[config.mk]
export PLATFORM = sky130hd
export DESIGN_NAME = tx_descriptor_ring_tracker_core
export DESIGN_NICKNAME = d
export VERILOG_FILES = /design/src/hw/rtl/tdrt_pkg.sv /design/src/hw/rtl/tx_descriptor_ring_tracker_core.sv
export SDC_FILE = /design/constraint.sdc
export NUM_CORES = 1
export LEC_CHECK = 0
export BUFFER_PORTS_ARGS = -buffer_cell sky130_fd_sc_hd__buf_2
export CORE_MARGIN = 2
export CORE_UTILIZATION = 31
export CTS_BUF_LIST = sky130_fd_sc_hd__clkbuf_4 sky130_fd_sc_hd__clkbuf_8
export CTS_CLUSTER_DIAMETER = 200
export CTS_CLUSTER_SIZE = 30
export DETAILED_ROUTE_END_ITERATION = 8
export PLACE_DENSITY = 0.44
export SLEW_MARGIN = 20
export SYNTH_ARGS = -nofsm -noshare
export SYNTH_HDL_FRONTEND = slang
export SYNTH_SLANG_ARGS = --single-unit
[constraint.sdc]
create_clock -name clock -period 2.95 [get_ports clock]
set_clock_uncertainty 0.15 [all_clocks]
set_input_delay 0.59 -clock clock [delete_from_list [all_inputs] [get_ports clock]]
set_output_delay 0.59 -clock clock [all_outputs]
set_load 0.03 [all_outputs]
[src/hw/rtl/tdrt_pkg.sv]
// Package for the transmit descriptor ring tracker: beat types, codes and defaults.
// Used by tx_descriptor_ring_tracker_core; depends on nothing else.
`default_nettype none

package tdrt_pkg;

   // Ring size default and register reset value
   localparam int unsigned RING_ENTRIES_DEFAULT = 8;
   localparam logic [15:0] TIMEOUT_RESET        = 16'd20;
   localparam int unsigned NUM_COUNTERS         = 9;

   // Actions carried by an input beat
   typedef enum logic [1:0] {
      ACT_SUBMIT   = 2'd0,
      ACT_COMPLETE = 2'd1,
      ACT_RECLAIM  = 2'd2,
      ACT_TICK     = 2'd3
   } action_type;

   // Status codes of a result beat
   localparam logic [2:0] ST_ACCEPTED  = 3'd0;
   localparam logic [2:0] ST_BUSY      = 3'd1;
   localparam logic [2:0] ST_RING_FULL = 3'd2;
   localparam logic [2:0] ST_TIMED_OUT = 3'd3;
   localparam logic [2:0] ST_DONE      = 3'd4;

   // Statistics counter indexes
   localparam logic [3:0] C_PACKETS    = 4'd0;
   localparam logic [3:0] C_BYTES      = 4'd1;
   localparam logic [3:0] C_ERRORS     = 4'd2;
   localparam logic [3:0] C_HEARTBEAT  = 4'd3;
   localparam logic [3:0] C_WINDOW     = 4'd4;
   localparam logic [3:0] C_ABORTED    = 4'd5;
   localparam logic [3:0] C_FIFO       = 4'd6;
   localparam logic [3:0] C_CARRIER    = 4'd7;
   localparam logic [3:0] C_COLLISIONS = 4'd8;

   // Sequencer states
   typedef enum logic [2:0] {
      SEQ_IDLE,
      SEQ_EXEC,
      SEQ_CHECK,
      SEQ_READ,
      SEQ_FINISH
   } seq_state_type;

   // Input beat
   typedef struct packed {
      logic [1:0]  action;
      logic [10:0] frame_length;
      logic        heartbeat_lost;
      logic        late_collision;
      logic        retry_limit;
      logic        underrun;
      logic        carrier_lost;
      logic        deferred;
      logic [3:0]  counter_select;
   } req_type;

   // Result beat
   typedef struct packed {
      logic [2:0]  status;
      logic [3:0]  reclaimed_count;
      logic        ring_full;
      logic        transmitter_busy;
      logic [3:0]  in_flight;
      logic [31:0] counter_value;
   } rsp_type;

endpackage

`default_nettype wire

[src/hw/rtl/tx_descriptor_ring_tracker_core.sv]
// Top level of the transmit descriptor ring tracker: sequencer, slot flag memory,
// ready bits and statistics counters. Depends on tdrt_pkg.
`default_nettype none

// Tracks a transmit descriptor ring of RING_ENTRIES slots. Each request beat
// (submit, completion, reclaim or tick) produces exactly one response beat with
// the status, the ring flags, the occupancy and one selected statistics counter.
// Submit, completion and tick pass through the EXEC and FINISH states; a reclaim
// also passes through CHECK and through READ once per freed slot, because each
// slot's completion flags are read from a synchronous flag memory into a
// register before the counters are updated. A new request is
// accepted while the previous response still waits in the output register;
// while that response is not taken, the sequencer holds in its last step.
// No clearing pass is needed after reset.
module tx_descriptor_ring_tracker_core #(
   parameter int unsigned RING_ENTRIES = tdrt_pkg::RING_ENTRIES_DEFAULT
) (
   input  wire logic             clock,
   input  wire logic             reset,
   input  wire logic             req_valid,
   output logic                  req_ready,
   input  wire tdrt_pkg::req_type req_data,
   output logic                  rsp_valid,
   input  wire logic             rsp_ready,
   output tdrt_pkg::rsp_type     rsp_data,
   input  wire logic             csr_write_enable,
   input  wire logic [15:0]      csr_write_data
);
   import tdrt_pkg::*;

   localparam int unsigned IDX_W = (RING_ENTRIES > 1) ? $clog2(RING_ENTRIES) : 1;
   localparam int unsigned CNT_W = $clog2(RING_ENTRIES + 1);

   // Registers
   seq_state_type            state_ff, state_in;
   req_type                  item_ff, item_in;
   logic [15:0]              timeout_ff, timeout_in;
   logic [RING_ENTRIES-1:0]  ready_ff, ready_in;
   logic [IDX_W-1:0]         submit_idx_ff, submit_idx_in;
   logic [IDX_W-1:0]         reclaim_idx_ff, reclaim_idx_in;
   logic [IDX_W-1:0]         hw_idx_ff, hw_idx_in;
   logic                     full_ff, full_in;
   logic                     busy_ff, busy_in;
   logic [15:0]              ticks_ff, ticks_in;
   logic [31:0]              stat_ff [NUM_COUNTERS];
   logic [31:0]              stat_in [NUM_COUNTERS];
   logic [2:0]               status_ff, status_in;
   logic [CNT_W-1:0]         walk_ff, walk_in;
   logic [CNT_W-1:0]         limit_ff, limit_in;
   logic                     rsp_valid_ff, rsp_valid_in;
   rsp_type                  rsp_ff, rsp_in;

   // Slot flag memory
   logic [5:0]               flags_mem [RING_ENTRIES];
   logic [5:0]               flags_rd_ff;
   logic                     mem_we;
   logic                     mem_re;

   // Helpers
   logic                     accept;
   logic                     walk_go;
   logic                     rsp_load;
   logic [CNT_W-1:0]         occupied;
   logic [IDX_W-1:0]         submit_next;
   logic [IDX_W-1:0]         reclaim_next;
   logic [IDX_W-1:0]         hw_next;

   assign accept    = req_valid && req_ready;
   assign req_ready = (state_ff == SEQ_IDLE);
   assign rsp_valid = rsp_valid_ff;
   assign rsp_data  = rsp_ff;
   assign rsp_load  = (state_ff == SEQ_FINISH) && (!rsp_valid_ff || rsp_ready);

   // Ring arithmetic
   assign submit_next  = (submit_idx_ff == IDX_W'(RING_ENTRIES - 1)) ? '0
                                                                    : submit_idx_ff + 1'b1;
   assign reclaim_next = (reclaim_idx_ff == IDX_W'(RING_ENTRIES - 1)) ? '0
                                                                     : reclaim_idx_ff + 1'b1;
   assign hw_next      = (hw_idx_ff == IDX_W'(RING_ENTRIES - 1)) ? '0 : hw_idx_ff + 1'b1;

   always_comb begin
      if (full_ff) begin
         occupied = CNT_W'(RING_ENTRIES);
      end else if (submit_idx_ff >= reclaim_idx_ff) begin
         occupied = CNT_W'(submit_idx_ff) - CNT_W'(reclaim_idx_ff);
      end else begin
         occupied = CNT_W'(submit_idx_ff) + CNT_W'(RING_ENTRIES) - CNT_W'(reclaim_idx_ff);
      end
   end

   // The walk continues while slots remain and the next one has been closed
   assign walk_go = (walk_ff < limit_ff) && !ready_ff[reclaim_idx_ff];

   // Next state
   always_comb begin
      state_in = state_ff;
      unique case (state_ff)
         SEQ_IDLE: begin
            if (accept) state_in = SEQ_EXEC;
         end
         SEQ_EXEC: begin
            if (action_type'(item_ff.action) == ACT_RECLAIM) state_in = SEQ_CHECK;
            else state_in = SEQ_FINISH;
         end
         SEQ_CHECK: begin
            if (walk_go) state_in = SEQ_READ;
            else state_in = SEQ_FINISH;
         end
         SEQ_READ: begin
            state_in = SEQ_CHECK;
         end
         SEQ_FINISH: begin
            if (rsp_load) state_in = SEQ_IDLE;
         end
         default: state_in = SEQ_IDLE;
      endcase
   end

   // Datapath and outputs of the sequencer
   always_comb begin
      item_in        = item_ff;
      timeout_in     = timeout_ff;
      ready_in       = ready_ff;
      submit_idx_in  = submit_idx_ff;
      reclaim_idx_in = reclaim_idx_ff;
      hw_idx_in      = hw_idx_ff;
      full_in        = full_ff;
      busy_in        = busy_ff;
      ticks_in       = ticks_ff;
      stat_in        = stat_ff;
      status_in      = status_ff;
      walk_in        = walk_ff;
      limit_in       = limit_ff;
      rsp_valid_in   = rsp_valid_ff;
      rsp_in         = rsp_ff;
      mem_we         = 1'b0;
      mem_re         = 1'b0;

      if (csr_write_enable) timeout_in = csr_write_data;

      unique case (state_ff)
         SEQ_IDLE: begin
            if (accept) item_in = req_data;
         end
         SEQ_EXEC: begin
            walk_in = '0;
            case (action_type'(item_ff.action))
               ACT_SUBMIT: begin
                  if (busy_ff) begin
                     if (ticks_ff < timeout_ff) begin
                        status_in = ST_BUSY;
                     end else begin
                        stat_in[C_ERRORS] = stat_ff[C_ERRORS] + 32'd1;
                        busy_in   = 1'b0;
                        ticks_in  = '0;
                        status_in = ST_TIMED_OUT;
                     end
                  end else if (full_ff || ready_ff[submit_idx_ff]) begin
                     busy_in   = 1'b1;
                     status_in = ST_RING_FULL;
                  end else begin
                     ready_in[submit_idx_ff] = 1'b1;
                     stat_in[C_BYTES] = stat_ff[C_BYTES] + 32'(item_ff.frame_length);
                     ticks_in      = '0;
                     submit_idx_in = submit_next;
                     if (submit_next == reclaim_idx_ff) begin
                        full_in = 1'b1;
                        busy_in = 1'b1;
                     end else begin
                        busy_in = 1'b0;
                     end
                     status_in = ST_ACCEPTED;
                  end
               end
               ACT_COMPLETE: begin
                  if (ready_ff[hw_idx_ff]) begin
                     ready_in[hw_idx_ff] = 1'b0;
                     mem_we    = 1'b1;
                     hw_idx_in = hw_next;
                     status_in = ST_ACCEPTED;
                  end else begin
                     status_in = ST_DONE;
                  end
               end
               ACT_RECLAIM: begin
                  limit_in  = occupied;
                  status_in = ST_DONE;
               end
               default: begin
                  if (ticks_ff != 16'hFFFF) ticks_in = ticks_ff + 16'd1;
                  status_in = ST_ACCEPTED;
               end
            endcase
         end
         SEQ_CHECK: begin
            if (walk_go) begin
               mem_re = 1'b1;
            end else if (walk_ff != '0) begin
               full_in = 1'b0;
               busy_in = 1'b0;
            end
         end
         SEQ_READ: begin
            // Count one closed slot from its stored completion flags
            stat_in[C_HEARTBEAT]  = stat_ff[C_HEARTBEAT]  + 32'(flags_rd_ff[0]);
            stat_in[C_WINDOW]     = stat_ff[C_WINDOW]     + 32'(flags_rd_ff[1]);
            stat_in[C_ABORTED]    = stat_ff[C_ABORTED]    + 32'(flags_rd_ff[2]);
            stat_in[C_FIFO]       = stat_ff[C_FIFO]       + 32'(flags_rd_ff[3]);
            stat_in[C_CARRIER]    = stat_ff[C_CARRIER]    + 32'(flags_rd_ff[4]);
            stat_in[C_ERRORS]     = stat_ff[C_ERRORS]     + 32'(|flags_rd_ff[4:0]);
            stat_in[C_PACKETS]    = stat_ff[C_PACKETS]    + 32'd1;
            stat_in[C_COLLISIONS] = stat_ff[C_COLLISIONS] + 32'(flags_rd_ff[5]);
            reclaim_idx_in = reclaim_next;
            walk_in        = walk_ff + 1'b1;
         end
         SEQ_FINISH: begin
            if (rsp_load) begin
               rsp_valid_in           = 1'b1;
               rsp_in.status          = status_ff;
               rsp_in.reclaimed_count = (action_type'(item_ff.action) == ACT_RECLAIM)
                                        ? 4'(walk_ff) : 4'd0;
               rsp_in.ring_full        = full_ff;
               rsp_in.transmitter_busy = busy_ff;
               rsp_in.in_flight        = 4'(occupied);
               rsp_in.counter_value    = (item_ff.counter_select < 4'(NUM_COUNTERS))
                                         ? stat_ff[item_ff.counter_select] : 32'd0;
            end
         end
         default: begin
         end
      endcase

      // A waiting response leaves when taken, unless replaced in the same cycle
      if (rsp_valid_ff && rsp_ready && !rsp_load) rsp_valid_in = 1'b0;
   end

   // Control registers
   always_ff @(posedge clock) begin
      if (reset) begin
         state_ff       <= SEQ_IDLE;
         timeout_ff     <= TIMEOUT_RESET;
         ready_ff       <= '0;
         submit_idx_ff  <= '0;
         reclaim_idx_ff <= '0;
         hw_idx_ff      <= '0;
         full_ff        <= 1'b0;
         busy_ff        <= 1'b0;
         ticks_ff       <= '0;
         walk_ff        <= '0;
         limit_ff       <= '0;
         rsp_valid_ff   <= 1'b0;
         for (int i = 0; i < NUM_COUNTERS; i++) stat_ff[i] <= '0;
      end else begin
         state_ff       <= state_in;
         timeout_ff     <= timeout_in;
         ready_ff       <= ready_in;
         submit_idx_ff  <= submit_idx_in;
         reclaim_idx_ff <= reclaim_idx_in;
         hw_idx_ff      <= hw_idx_in;
         full_ff        <= full_in;
         busy_ff        <= busy_in;
         ticks_ff       <= ticks_in;
         walk_ff        <= walk_in;
         limit_ff       <= limit_in;
         rsp_valid_ff   <= rsp_valid_in;
         stat_ff        <= stat_in;
      end
   end

   // Payload registers
   always_ff @(posedge clock) begin
      item_ff   <= item_in;
      status_ff <= status_in;
      rsp_ff    <= rsp_in;
   end

   // Slot flag memory: written on a completion, read during the reclaim walk
   always_ff @(posedge clock) begin
      if (mem_we) begin
         flags_mem[hw_idx_ff] <= {item_ff.deferred, item_ff.carrier_lost, item_ff.underrun,
                                  item_ff.retry_limit, item_ff.late_collision,
                                  item_ff.heartbeat_lost};
      end
      if (mem_re) flags_rd_ff <= flags_mem[reclaim_idx_ff];
   end

   // Outside a reclaim walk, a full ring has its submit and reclaim pointers together
   assert property (@(posedge clock) disable iff (reset)
      (full_ff && (walk_ff == '0)) |-> (submit_idx_ff == reclaim_idx_ff))
      else $error("ring full with submit and reclaim pointers apart");

   // The walk only reads slots that the transmitter has closed
   assert property (@(posedge clock) disable iff (reset)
      (state_ff == SEQ_READ) |-> !ready_ff[reclaim_idx_ff])
      else $error("reclaim walk reads a slot still owned by the transmitter");

   // The walk never frees more slots than were in flight at its start
   assert property (@(posedge clock) disable iff (reset)
      (state_ff == SEQ_CHECK || state_ff == SEQ_READ) |-> (walk_ff <= limit_ff))
      else $error("reclaim walk overran the in-flight count");

   // An accepted beat always starts execution on the next cycle
   assert property (@(posedge clock) disable iff (reset)
      accept |=> (state_ff == SEQ_EXEC))
      else $error("accepted beat not executed");

endmodule

`default_nettype wire

**Word level (Yosys, flattened, before mapping)**

Memories as Yosys holds them, arrays and structs flattened. A register that Yosys moved wholly into a read port is not among the register bits.
Cells that the tools add are included.

- Register bits after elaboration: 422
- Memory bits (writable): 48
- Bits of input ports: 44
- Output and inout port bits: 47
- Logic and storage cells: 194
- Memories kept: 1

- Add/sub/neg operators: 18
- Magnitude comparators: 10
- Eq/ne operators: 26
- Muxes and demuxes: 62
- Bitwise logic cells: 7
- Reductions and logical operators: 33

Memory list:

| name | depth | bits a word | read ports | clocked after Yosys merged registers in | write ports | line | RTL |
|---|---|---|---|---|---|---|---|
| flags_mem | 8 | 6 | 1 | 1 | 1 | tx_descriptor_ring_tracker_core.sv:54 | `logic [5:0] flags_mem [RING_ENTRIES];` |

Operators with widths:

| cell | count |
|---|---|
| $add 32x1->32 | 7 |
| $mux 32 | 5 |
| $bmux 32 s4 | 1 |
| $add 32x1->32 const B | 2 |
| $mux 16 | 4 |
| $pmux 32 s2 | 1 |
| $add 32x11->32 | 1 |
| $pmux 16 s2 | 1 |
| $mux 3 | 9 |
| $mux 8 | 3 |
| $mux 1 | 23 |
| $ne 2x2->1 const B | 11 |
| $add 16x1->16 const B | 1 |
| $lt 16x16->1 | 1 |
| $ne 16x16->1 const B | 1 |
| $pmux 8 s2 | 1 |
| $pmux 3 s5 | 1 |
| $eq 3x3->1 const B | 4 |
| $lt 3x4->1 const B | 3 |
| $reduce_and 4->1 | 3 |
| $reduce_and 5->1 | 2 |
| $add 3x1->3 const B | 3 |
| $bmux 1 s3 | 3 |
| $pmux 3 s3 | 1 |
| other kinds (38) | 64 |

**Logic depth before layout (Yosys ltp)**

Gate-level depths: netlist of the first run.

- Depth after elaboration: 8
- Gate-level depth with buffers: 13
- Mapped depth without buffers: 10

**Least setup slack after synthesis of the first run**

Ideal clock, no wire load.

- Path kind: register to register
- Start: register state_ff[0]
- End: register stat_ff[212] (netlist name)
- Library setup time: 0.070 ns
- Arrival time: 2.596 ns
- Required time: 2.730 ns
- Path slack: 0.133 ns
- Cell stages (with the launch flop): 14
- Buffers on the path: 5
- Clock period less this slack: 2.817 ns
- Cells stage by stage: dfxtp_1 > buf_2 > and3b_1 > buf_2 > clkbuf_1 > clkbuf_1 > nand3_1 > ha_1 > ha_1 > and3_1 > clkbuf_1 > nand3_1 > or4_1 > a21oi_1

- Longest elaborated chain between the ends: 3
- Elaborated cells on any way between the ends: 8
- Classes of those cells: eq/ne: 5; mux: 1; reduce/logical: 2

Ends and longest elaborated chain:

| item | line | RTL |
|---|---|---|
| start, declared | tx_descriptor_ring_tracker_core.sv:35 | `seq_state_type state_ff, state_in;` |
| start signal, assigned | tx_descriptor_ring_tracker_core.sv:254 | `state_ff <= state_in;` |
| $eq 3x1->1 / $eq 3x2->1 (equally long branches) | tx_descriptor_ring_tracker_core.sv:141 | `unique case (state_ff)` |
| $ne 2x2->1 (no source line), or another cell as far along | -- |  |
| $reduce_and 4->1 (no source line) | -- |  |
| end signal, assigned | tx_descriptor_ring_tracker_core.sv:266 | `stat_ff <= stat_in;` |
| end, declared | tx_descriptor_ring_tracker_core.sv:45 | `logic [31:0] stat_ff [NUM_COUNTERS];` |

Several ways; a longest one is shown, not always the timed one.
A chain may end at the register's enable or synchronous reset.

**Worst setup path in the final report of the first run**

- Start: register item_ff[22] (netlist name)
- End: register stat_ff[252] (netlist name)

- Longest elaborated chain between the ends: 2

Ends and longest elaborated chain:

| item | line | RTL |
|---|---|---|
| start, declared | tx_descriptor_ring_tracker_core.sv:36 | `req_type item_ff, item_in;` |
| start signal, assigned | tx_descriptor_ring_tracker_core.sv:272 | `item_ff <= item_in;` |
| $logic_not 2->1 | tx_descriptor_ring_tracker_core.sv:147 | `case (action_type'(item_ff.action))` |
| $reduce_and 4->1 (no source line) | -- |  |

Every way passes these cells.

==> qor.yml, run 1 <==
fin_crit_ns: 2.815
period_share: 0.9541
max-clock-path-buffers: 3
synth_seq_area_share: 0.4612
cts_buffers: 19
core_area_sq_mm: 0.07457
syn_inst: 2394
die_w_um: 278.6
dr.pass1.iters: 5
fill_cells: 7550
dieArea_sq_mm: 0.07762
cts_tree: "yes"
leakage_nw: 9.012
grt_max_degree: 117
ys_types: 71
synth_edf_count: 125
async_reset_ff_frac: 0
synth_most_common_cell: "dfxtp_1"
area_growth_pct: 12.96
criticalPathCategory: "register to register"
yosys.area.top_type: "dfxtp_1"
timing.final.ws_setup_ns: 0.1355
netlist_top_cells_area: "dfxtp_1 (30%), edfxtp_1 (16%), mux4_2 (7.5%)"
routabilityCongestion: 0.8461
grt_setup_unrepaired: "no"
drc: 0
io_buffer_count: 90
wl_per_cell_um: 19.01
wl_mm: 66.84
vdd_drop_max_mv: 0.3006
cts_max_level: 1
drive_above_1_share: 0.1383
fmax_mhz: 355.3
worstHoldPathType: "input port to register"
path_cells: "inv_1, ha_4, nand4bb_4, or4_1, a221o_1, or4b_1, o311ai_1, o41ai_1"
die_y_um: 278.6
grt_pass1_vias: 17847
syn_nets: 2500
maxCapViolations: 0
route.met3.wl_mm: 1.704
synth_warnings: 0
final_max_slew_viol_count: 0
num_vias: 18212
p_per_area_mw_per_mm2: 395.7
clk_pin_slew_ns: 0.19
dp_hpwl_mm: 49.62
track_usage: 0.1705
row_count: 100
avgSynthCellArea_sq_um: 9.764
insertion_delay_ns: 0.67
crit_arrival_ns: 3.22
slowest_delay_ns: 0.55
crit_required_ns: 3.36
ioPinCount: 91
wl_met2_mm: 31.94
cts-root-buf: "clkbuf_8"
synth_top_flop_cell: "dfxtp_1"
clock_sinks: 476
critPathLaunchType: "register"
synth-seq-cells: 476
setup-tns-final_ns: 0
setup_viol: 0
synth_common_cells: "dfxtp_1 (351), nor2_1 (265), nand2_1 (260), xor2_1 (133), a21oi_1 (131)"
critPathMaxFanout: 4
overflow: 0
ant_nets: 0
timing.slew.headroom: 0.4311
cpMaxStageDelayCell: "or4b_1"
antenna_found_initial: 2
ff2ff_setup_slack_ns: 0.14
wl_met1_mm: 32.12
place_ws_ns: 0.01076
initial_core_util: 0.3135
hold_viol_final: 0
drtIter0Drc: 1279
netlist_area_sq_mm: 0.02337
layout.nets: 2641
viasPerCell: 5.180
end_kind: "register"
highest_layer: "met4"
worst_slew_pin_slew_ns: 0.8444
grt_pass1_wl_mm: 105.3
synth_top_area_share: 0.3006
status: "completed"
## registers in the layout, summed over array words and instances (netlist names), 4 cells and up
signal       flops
timeout_ff      16
ready_ff         8
rsp_data        45
item_ff         23
flags_mem       48
flags_rd_ff      6
ticks_ff        16
limit_ff         4
stat_ff        288
walk_ff          4
## metal layers
metal	track usage	vias up
met5	0	-
met4	0.02867	0
met3	0.01326	46
met2	0.2950	272
met1	0.2357	8959
li1	-	8935
## what timing repair did
item / 4_1_cts / 5_1_grt
setup buffers: 0 / 5
endpoints found under the setup margin: 4 / 43
pin swaps: 0 / 2
cloned: 0 / 0
endpoints found under the hold margin: 39 / 0
gates resized for setup: 1 / 11
hold buffers: 39 / 0
## where the power goes
part	switching (mW)	internal [mW]
clock	2.05	0.837
combinational	0.458	0.280
sequential	0.0494	6.77
total	2.56	7.89
## layout make-up
cell class,instances,area (sq um),area share
multi-input cells,1732,11970,0.4532
flip-flops and latches,476,10780,0.4083
repair buffers,238,1807,0.06842
well taps,969,1212,0.04592
clock buffers,30,344.1,0.01303
inverters,68,259.0,0.009809
clock inverters,1,30.03,0.001137
diodes,2,5.005,0.0001895
## stage by stage
step	area [sq um]	total power [mW]	utilization	hold slack (ns)	cells
after detailed placement	25530	7.658	0.3424	0.2611	3439
after CTS	26300	10.61	0.3527	0.03432	3509
after floorplan	23370	7.386	-	0.2503	2394
final	26410	10.45	0.3541	0.08409	3516
after global routing	26410	10.89	0.3541	0.04751	3516
after global placement	25530	7.651	0.3424	0.2629	3439
## cell usage in the layout, fill, tap and decap left out, drive strengths merged, types with 7 or more instances in the layout
| cell type | n |
|---|---|
| a211oi | 11 |
| xor2 | 133 |
| nand3 | 110 |
| o22ai | 7 |
| nand2 | 260 |
| o32ai | 8 |
| dlygate4sd3 | 39 |
| nor3 | 43 |
| and4 | 27 |
| a31oi | 9 |
| a21oi | 131 |
| xnor2 | 61 |
| dfxtp | 351 |
| inv | 65 |
| mux2i | 56 |
| buf | 199 |
| or4 | 37 |
| o311ai | 7 |
| o21ai | 85 |
| o31ai | 25 |
| o211ai | 11 |
| ha | 59 |
| nor2b | 8 |
| nor2 | 265 |
| or2 | 17 |
| and2 | 17 |
| nand4 | 71 |
| o41ai | 7 |
| and3 | 41 |
| or3 | 46 |
| clkbuf | 30 |
| mux4 | 78 |
| nor4 | 17 |
| nand2b | 9 |
| edfxtp | 125 |
## path summary, 6_finish.rpt
kind / from / to / cells past startpoint
max: item_ff[22]$_DFFE_PP_ / stat_ff[252]$_SDFFE_PP0P_ / 8
min: reset / timeout_ff[15]$_SDFFE_PP0P_ / 2
max reg2reg: item_ff[22]$_DFFE_PP_ / stat_ff[252]$_SDFFE_PP0P_ / 8
min reg2reg: limit_ff[1]$_SDFFE_PP0P_ / limit_ff[1]$_SDFFE_PP0P_ / 2
## critical path: cells and delay by family (launching register included)
| family | cells | cell delay (ns) |
|---|---|---|
| and+or+nand+nor | 3 | 1.15 |
| AOI/OAI and AO/OA | 3 | 0.72 |
| DFF | 1 | 0.43 |
| adders and majority gates | 1 | 0.16 |
| buffers and inverters | 1 | 0.13 |
## cell families (layout without fill, tap and decap cells)
group                      after synthesis  in the layout  share of synthesized area
and+or+nand+nor                        992            992                     0.2097
DFF                                    476            476                     0.4612
xor gates and xnor gates               194            194                    0.07269
muxes                                  138            138                     0.1011
buffers and inverters                  186            337                    0.03046
AOI/OAI and AO/OA                      346            346                    0.09073
adders and majority gates               62             62                    0.03415
other                                    0              2                          0
Note: power is estimated with default switching activity, not from simulation.
==> run 2: changes to the inputs <==
--- a/config.mk
+++ b/config.mk
@@ -13,6 +13,7 @@
 export CTS_CLUSTER_SIZE = 30
 export DETAILED_ROUTE_END_ITERATION = 8
 export PLACE_DENSITY = 0.44
+export SETUP_SLACK_MARGIN = 0.5
 export SLEW_MARGIN = 20
 export SYNTH_ARGS = -nofsm -noshare
 export SYNTH_HDL_FRONTEND = slang
==> qor.yml, run 2 (synthesis gave the netlist of run 1 again) <==
status: "completed"  # unchanged
drtIter0Drc: 1018  # was 1279
criticalPathCategory: "register to register"  # unchanged
r2r_cells: 8  # unchanged
p_seq_frac: 0.642  # was 0.653
layout_common_cells: "dfxtp_1 (306), nor2_1 (257), nand2_1 (252), buf_4 (144), xor2_1 (133)"  # was dfxtp_1 (350), nor2_1 (265), nand2_1 (259), xor2_1 (133), a21oi_1 (129)
critPathLaunchType: "register"  # unchanged
min_from: "csr_write_data[6]"  # was reset
end_kind: "register"  # unchanged
path_cells: "inv_2, ha_4, nand4bb_4, or4_4, a221o_1, or4b_4, o311ai_4, o41ai_2"  # was inv_1, ha_4, nand4bb_4, or4_1, a221o_1, or4b_1, o311ai_1, o41ai_1
drc: 0  # unchanged
leakage_nw: 9.922  # was 9.012 nW
top_register: "stat_ff"  # unchanged
antenna_found_initial: 3  # was 2
grt_pass1_vias: 18146  # was 17847
power_mw: 10.64  # was 10.45 mW
whs_path_depth: 3  # was 2
track_usage: 0.1747  # was 0.1705
fill_cells: 7391  # was 7550
setup-tns-final_ns: 0  # unchanged
dr.pass1.iters: 5  # unchanged
final_cell_area_sq_mm: 0.02889  # was 0.02641 sq mm
fmax_mhz: 361.6  # was 355.3 MHz
ioPinCount: 91  # unchanged
critPathMaxFanout: 3  # was 4
wl_per_cell_um: 19.58  # was 19.01 um
combPwrFrac: 0.083  # was 0.071
cpMaxStageDelayCell: "or4b_4"  # was or4b_1
dp_hpwl_mm: 50.06  # was 49.62 mm
max-clock-path-buffers: 3  # unchanged
final_util: 0.3874  # was 0.3541
area_growth_pct: 23.58  # was 12.96%
largest_register_ffs: 288  # unchanged
wl_mm: 70.57  # was 66.84 mm
maxCapViolations: 0  # unchanged
grt_setup_unrepaired: "yes"  # was no
dp.cells: 3433  # was 3439
hold_viol_final: 0  # unchanged
cts_max_level: 1  # unchanged
dpl_cell_area_sq_mm: 0.02554  # was 0.02553 sq mm
clock_sinks: 476  # unchanged
insertion_delay_ns: 0.67  # about the same
cts-root-buf: "clkbuf_8"  # unchanged
crit_arrival_ns: 3.20  # was 3.22 ns
initial_core_util: 0.3135  # unchanged
crit_start: "item_ff[22]$_DFFE_PP_"  # unchanged
r2r-start: "item_ff[22]$_DFFE_PP_"  # unchanged
cts_tree: "yes"  # unchanged
switching_share: 0.2521  # was 0.2449
period_share: 0.9374  # was 0.9541
cts_buffers: 19  # unchanged
layout_commonest_cell: "dfxtp_1"  # unchanged
io_buffer_count: 90  # unchanged
die_y_um: 278.6  # unchanged
p_sw_mw: 2.681  # was 2.559 mW
timing.slew.headroom: 0.5607  # was 0.4311
worstHoldPathType: "input port to register"  # unchanged
overflow: 0  # unchanged
clk_pin_slew_ns: 0.20  # was 0.19 ns
fin_crit_ns: 2.765  # was 2.815 ns
grt_pass1_wl_mm: 107.2  # was 105.3 mm
crit_required_ns: 3.38  # was 3.36 ns
clockPowerShare: 0.275  # was 0.276
routabilityCongestion: 0.8443  # was 0.8461
p_int_mw: 7.957  # was 7.889 mW
place_ws_ns: 0.05406  # was 0.01076 ns
drive_above_1_share: 0.2598  # was 0.1383
layout.nets: 2730  # was 2641
grt_max_degree: 110  # was 117
num_vias: 18880  # was 18212
p_per_area_mw_per_mm2: 368.3  # was 395.7 mW/mm^2
setup_viol: 0  # unchanged
slowest_delay_ns: 0.58  # was 0.55 ns
core_area_sq_mm: 0.07457  # unchanged
whs_ns: 0.05779  # was 0.08409 ns
worst_slew_pin_slew_ns: 0.6529  # was 0.8444 ns
vdd_drop_max_mv: 0.2805  # was 0.3006 mV
layoutNonFillerInstCount: 3604  # was 3516
row_count: 100  # unchanged
viasPerCell: 5.239  # was 5.180
ant_nets: 0  # unchanged
die_w_um: 278.6  # unchanged
timing.final.ws_setup_ns: 0.1848  # was 0.1355 ns
dieArea_sq_mm: 0.07762  # unchanged
final_max_slew_viol_count: 0  # unchanged
-- run 2: cell count changes in the layout (fill, tap and decap cells not counted), moves of 15 or more --
cell	delta
buf_4	+46
dfxtp_1	-44
dfxtp_2	+36
buf_6	+27
ha_1	-23
o21ai_0	-21
o31ai_1	-21
ha_4	+20
a21oi_1	-16
a21oi_2	+15
nor3_1	-15
o31ai_4	+15
-- run 2: timing repair --
action                                  CTS  global route
pin swaps                                92            74
hold endpoints to repair                 38             0
setup buffers                            53            37
gates cloned                              9             2
hold buffers                             38             0
gates resized for setup                 200           182
endpoints found under the setup margin  248           178
-- run 2: final timing paths --
kind,to,slack (ns)
setup / recovery,stat_ff[252]$_SDFFE_PP0P_,0.18
hold / removal,timeout_ff[6]$_SDFFE_PP0P_,0.06
setup reg to reg,stat_ff[252]$_SDFFE_PP0P_,0.18
hold reg to reg,rsp_data[44]$_DFFE_PP_,0.30
-- run 2: area by class of cell --
type	instances	area [sq um]	share of cell area
Sequential cell	476	10860	0.3758
Inverter	68	256.5	0.008879
Timing Repair Buffer	326	2813	0.09737
Clock buffer	29	336.6	0.01165
Tap cell	969	1212	0.04197
Clock inverter	1	30.03	0.001040
Multi-Input combinational cell	1733	13380	0.4631
Antenna cell	2	5.005	0.0001733
-- run 2: power by group through the flow --
| stage | Clock (mW) | Sequential, mW | Combinational (mW) |
|---|---|---|---|
| 2_1_floorplan | 0 | 6.97 | 0.422 |
| 5_1_grt | 3.27 | 6.84 | 0.956 |
| 4_1_cts | 3.05 | 6.83 | 0.827 |
| 3_3_place_gp | 0 | 6.97 | 0.688 |
| 6_report | 2.92 | 6.83 | 0.888 |
| 3_5_place_dp | 0 | 6.97 | 0.693 |
-- run 2: critical path: cells and delay by family (launching register included) --
family	cells	cell delay [ns]
simple gates	3	1.11
compound gates	3	0.71
flops	1	0.45
fa+ha+maj	1	0.15
buf+inv	1	0.10
-- run 2: metal layers --
metal | vias to the layer above | track usage | routed length (um)
met4 | 0 | 0.04315 | 1689
li1 | 9144 | - | -
met2 | 343 | 0.2947 | 33710
met1 | 9334 | 0.2390 | 33030
met5 | - | 0 | 0
met3 | 59 | 0.01889 | 2136
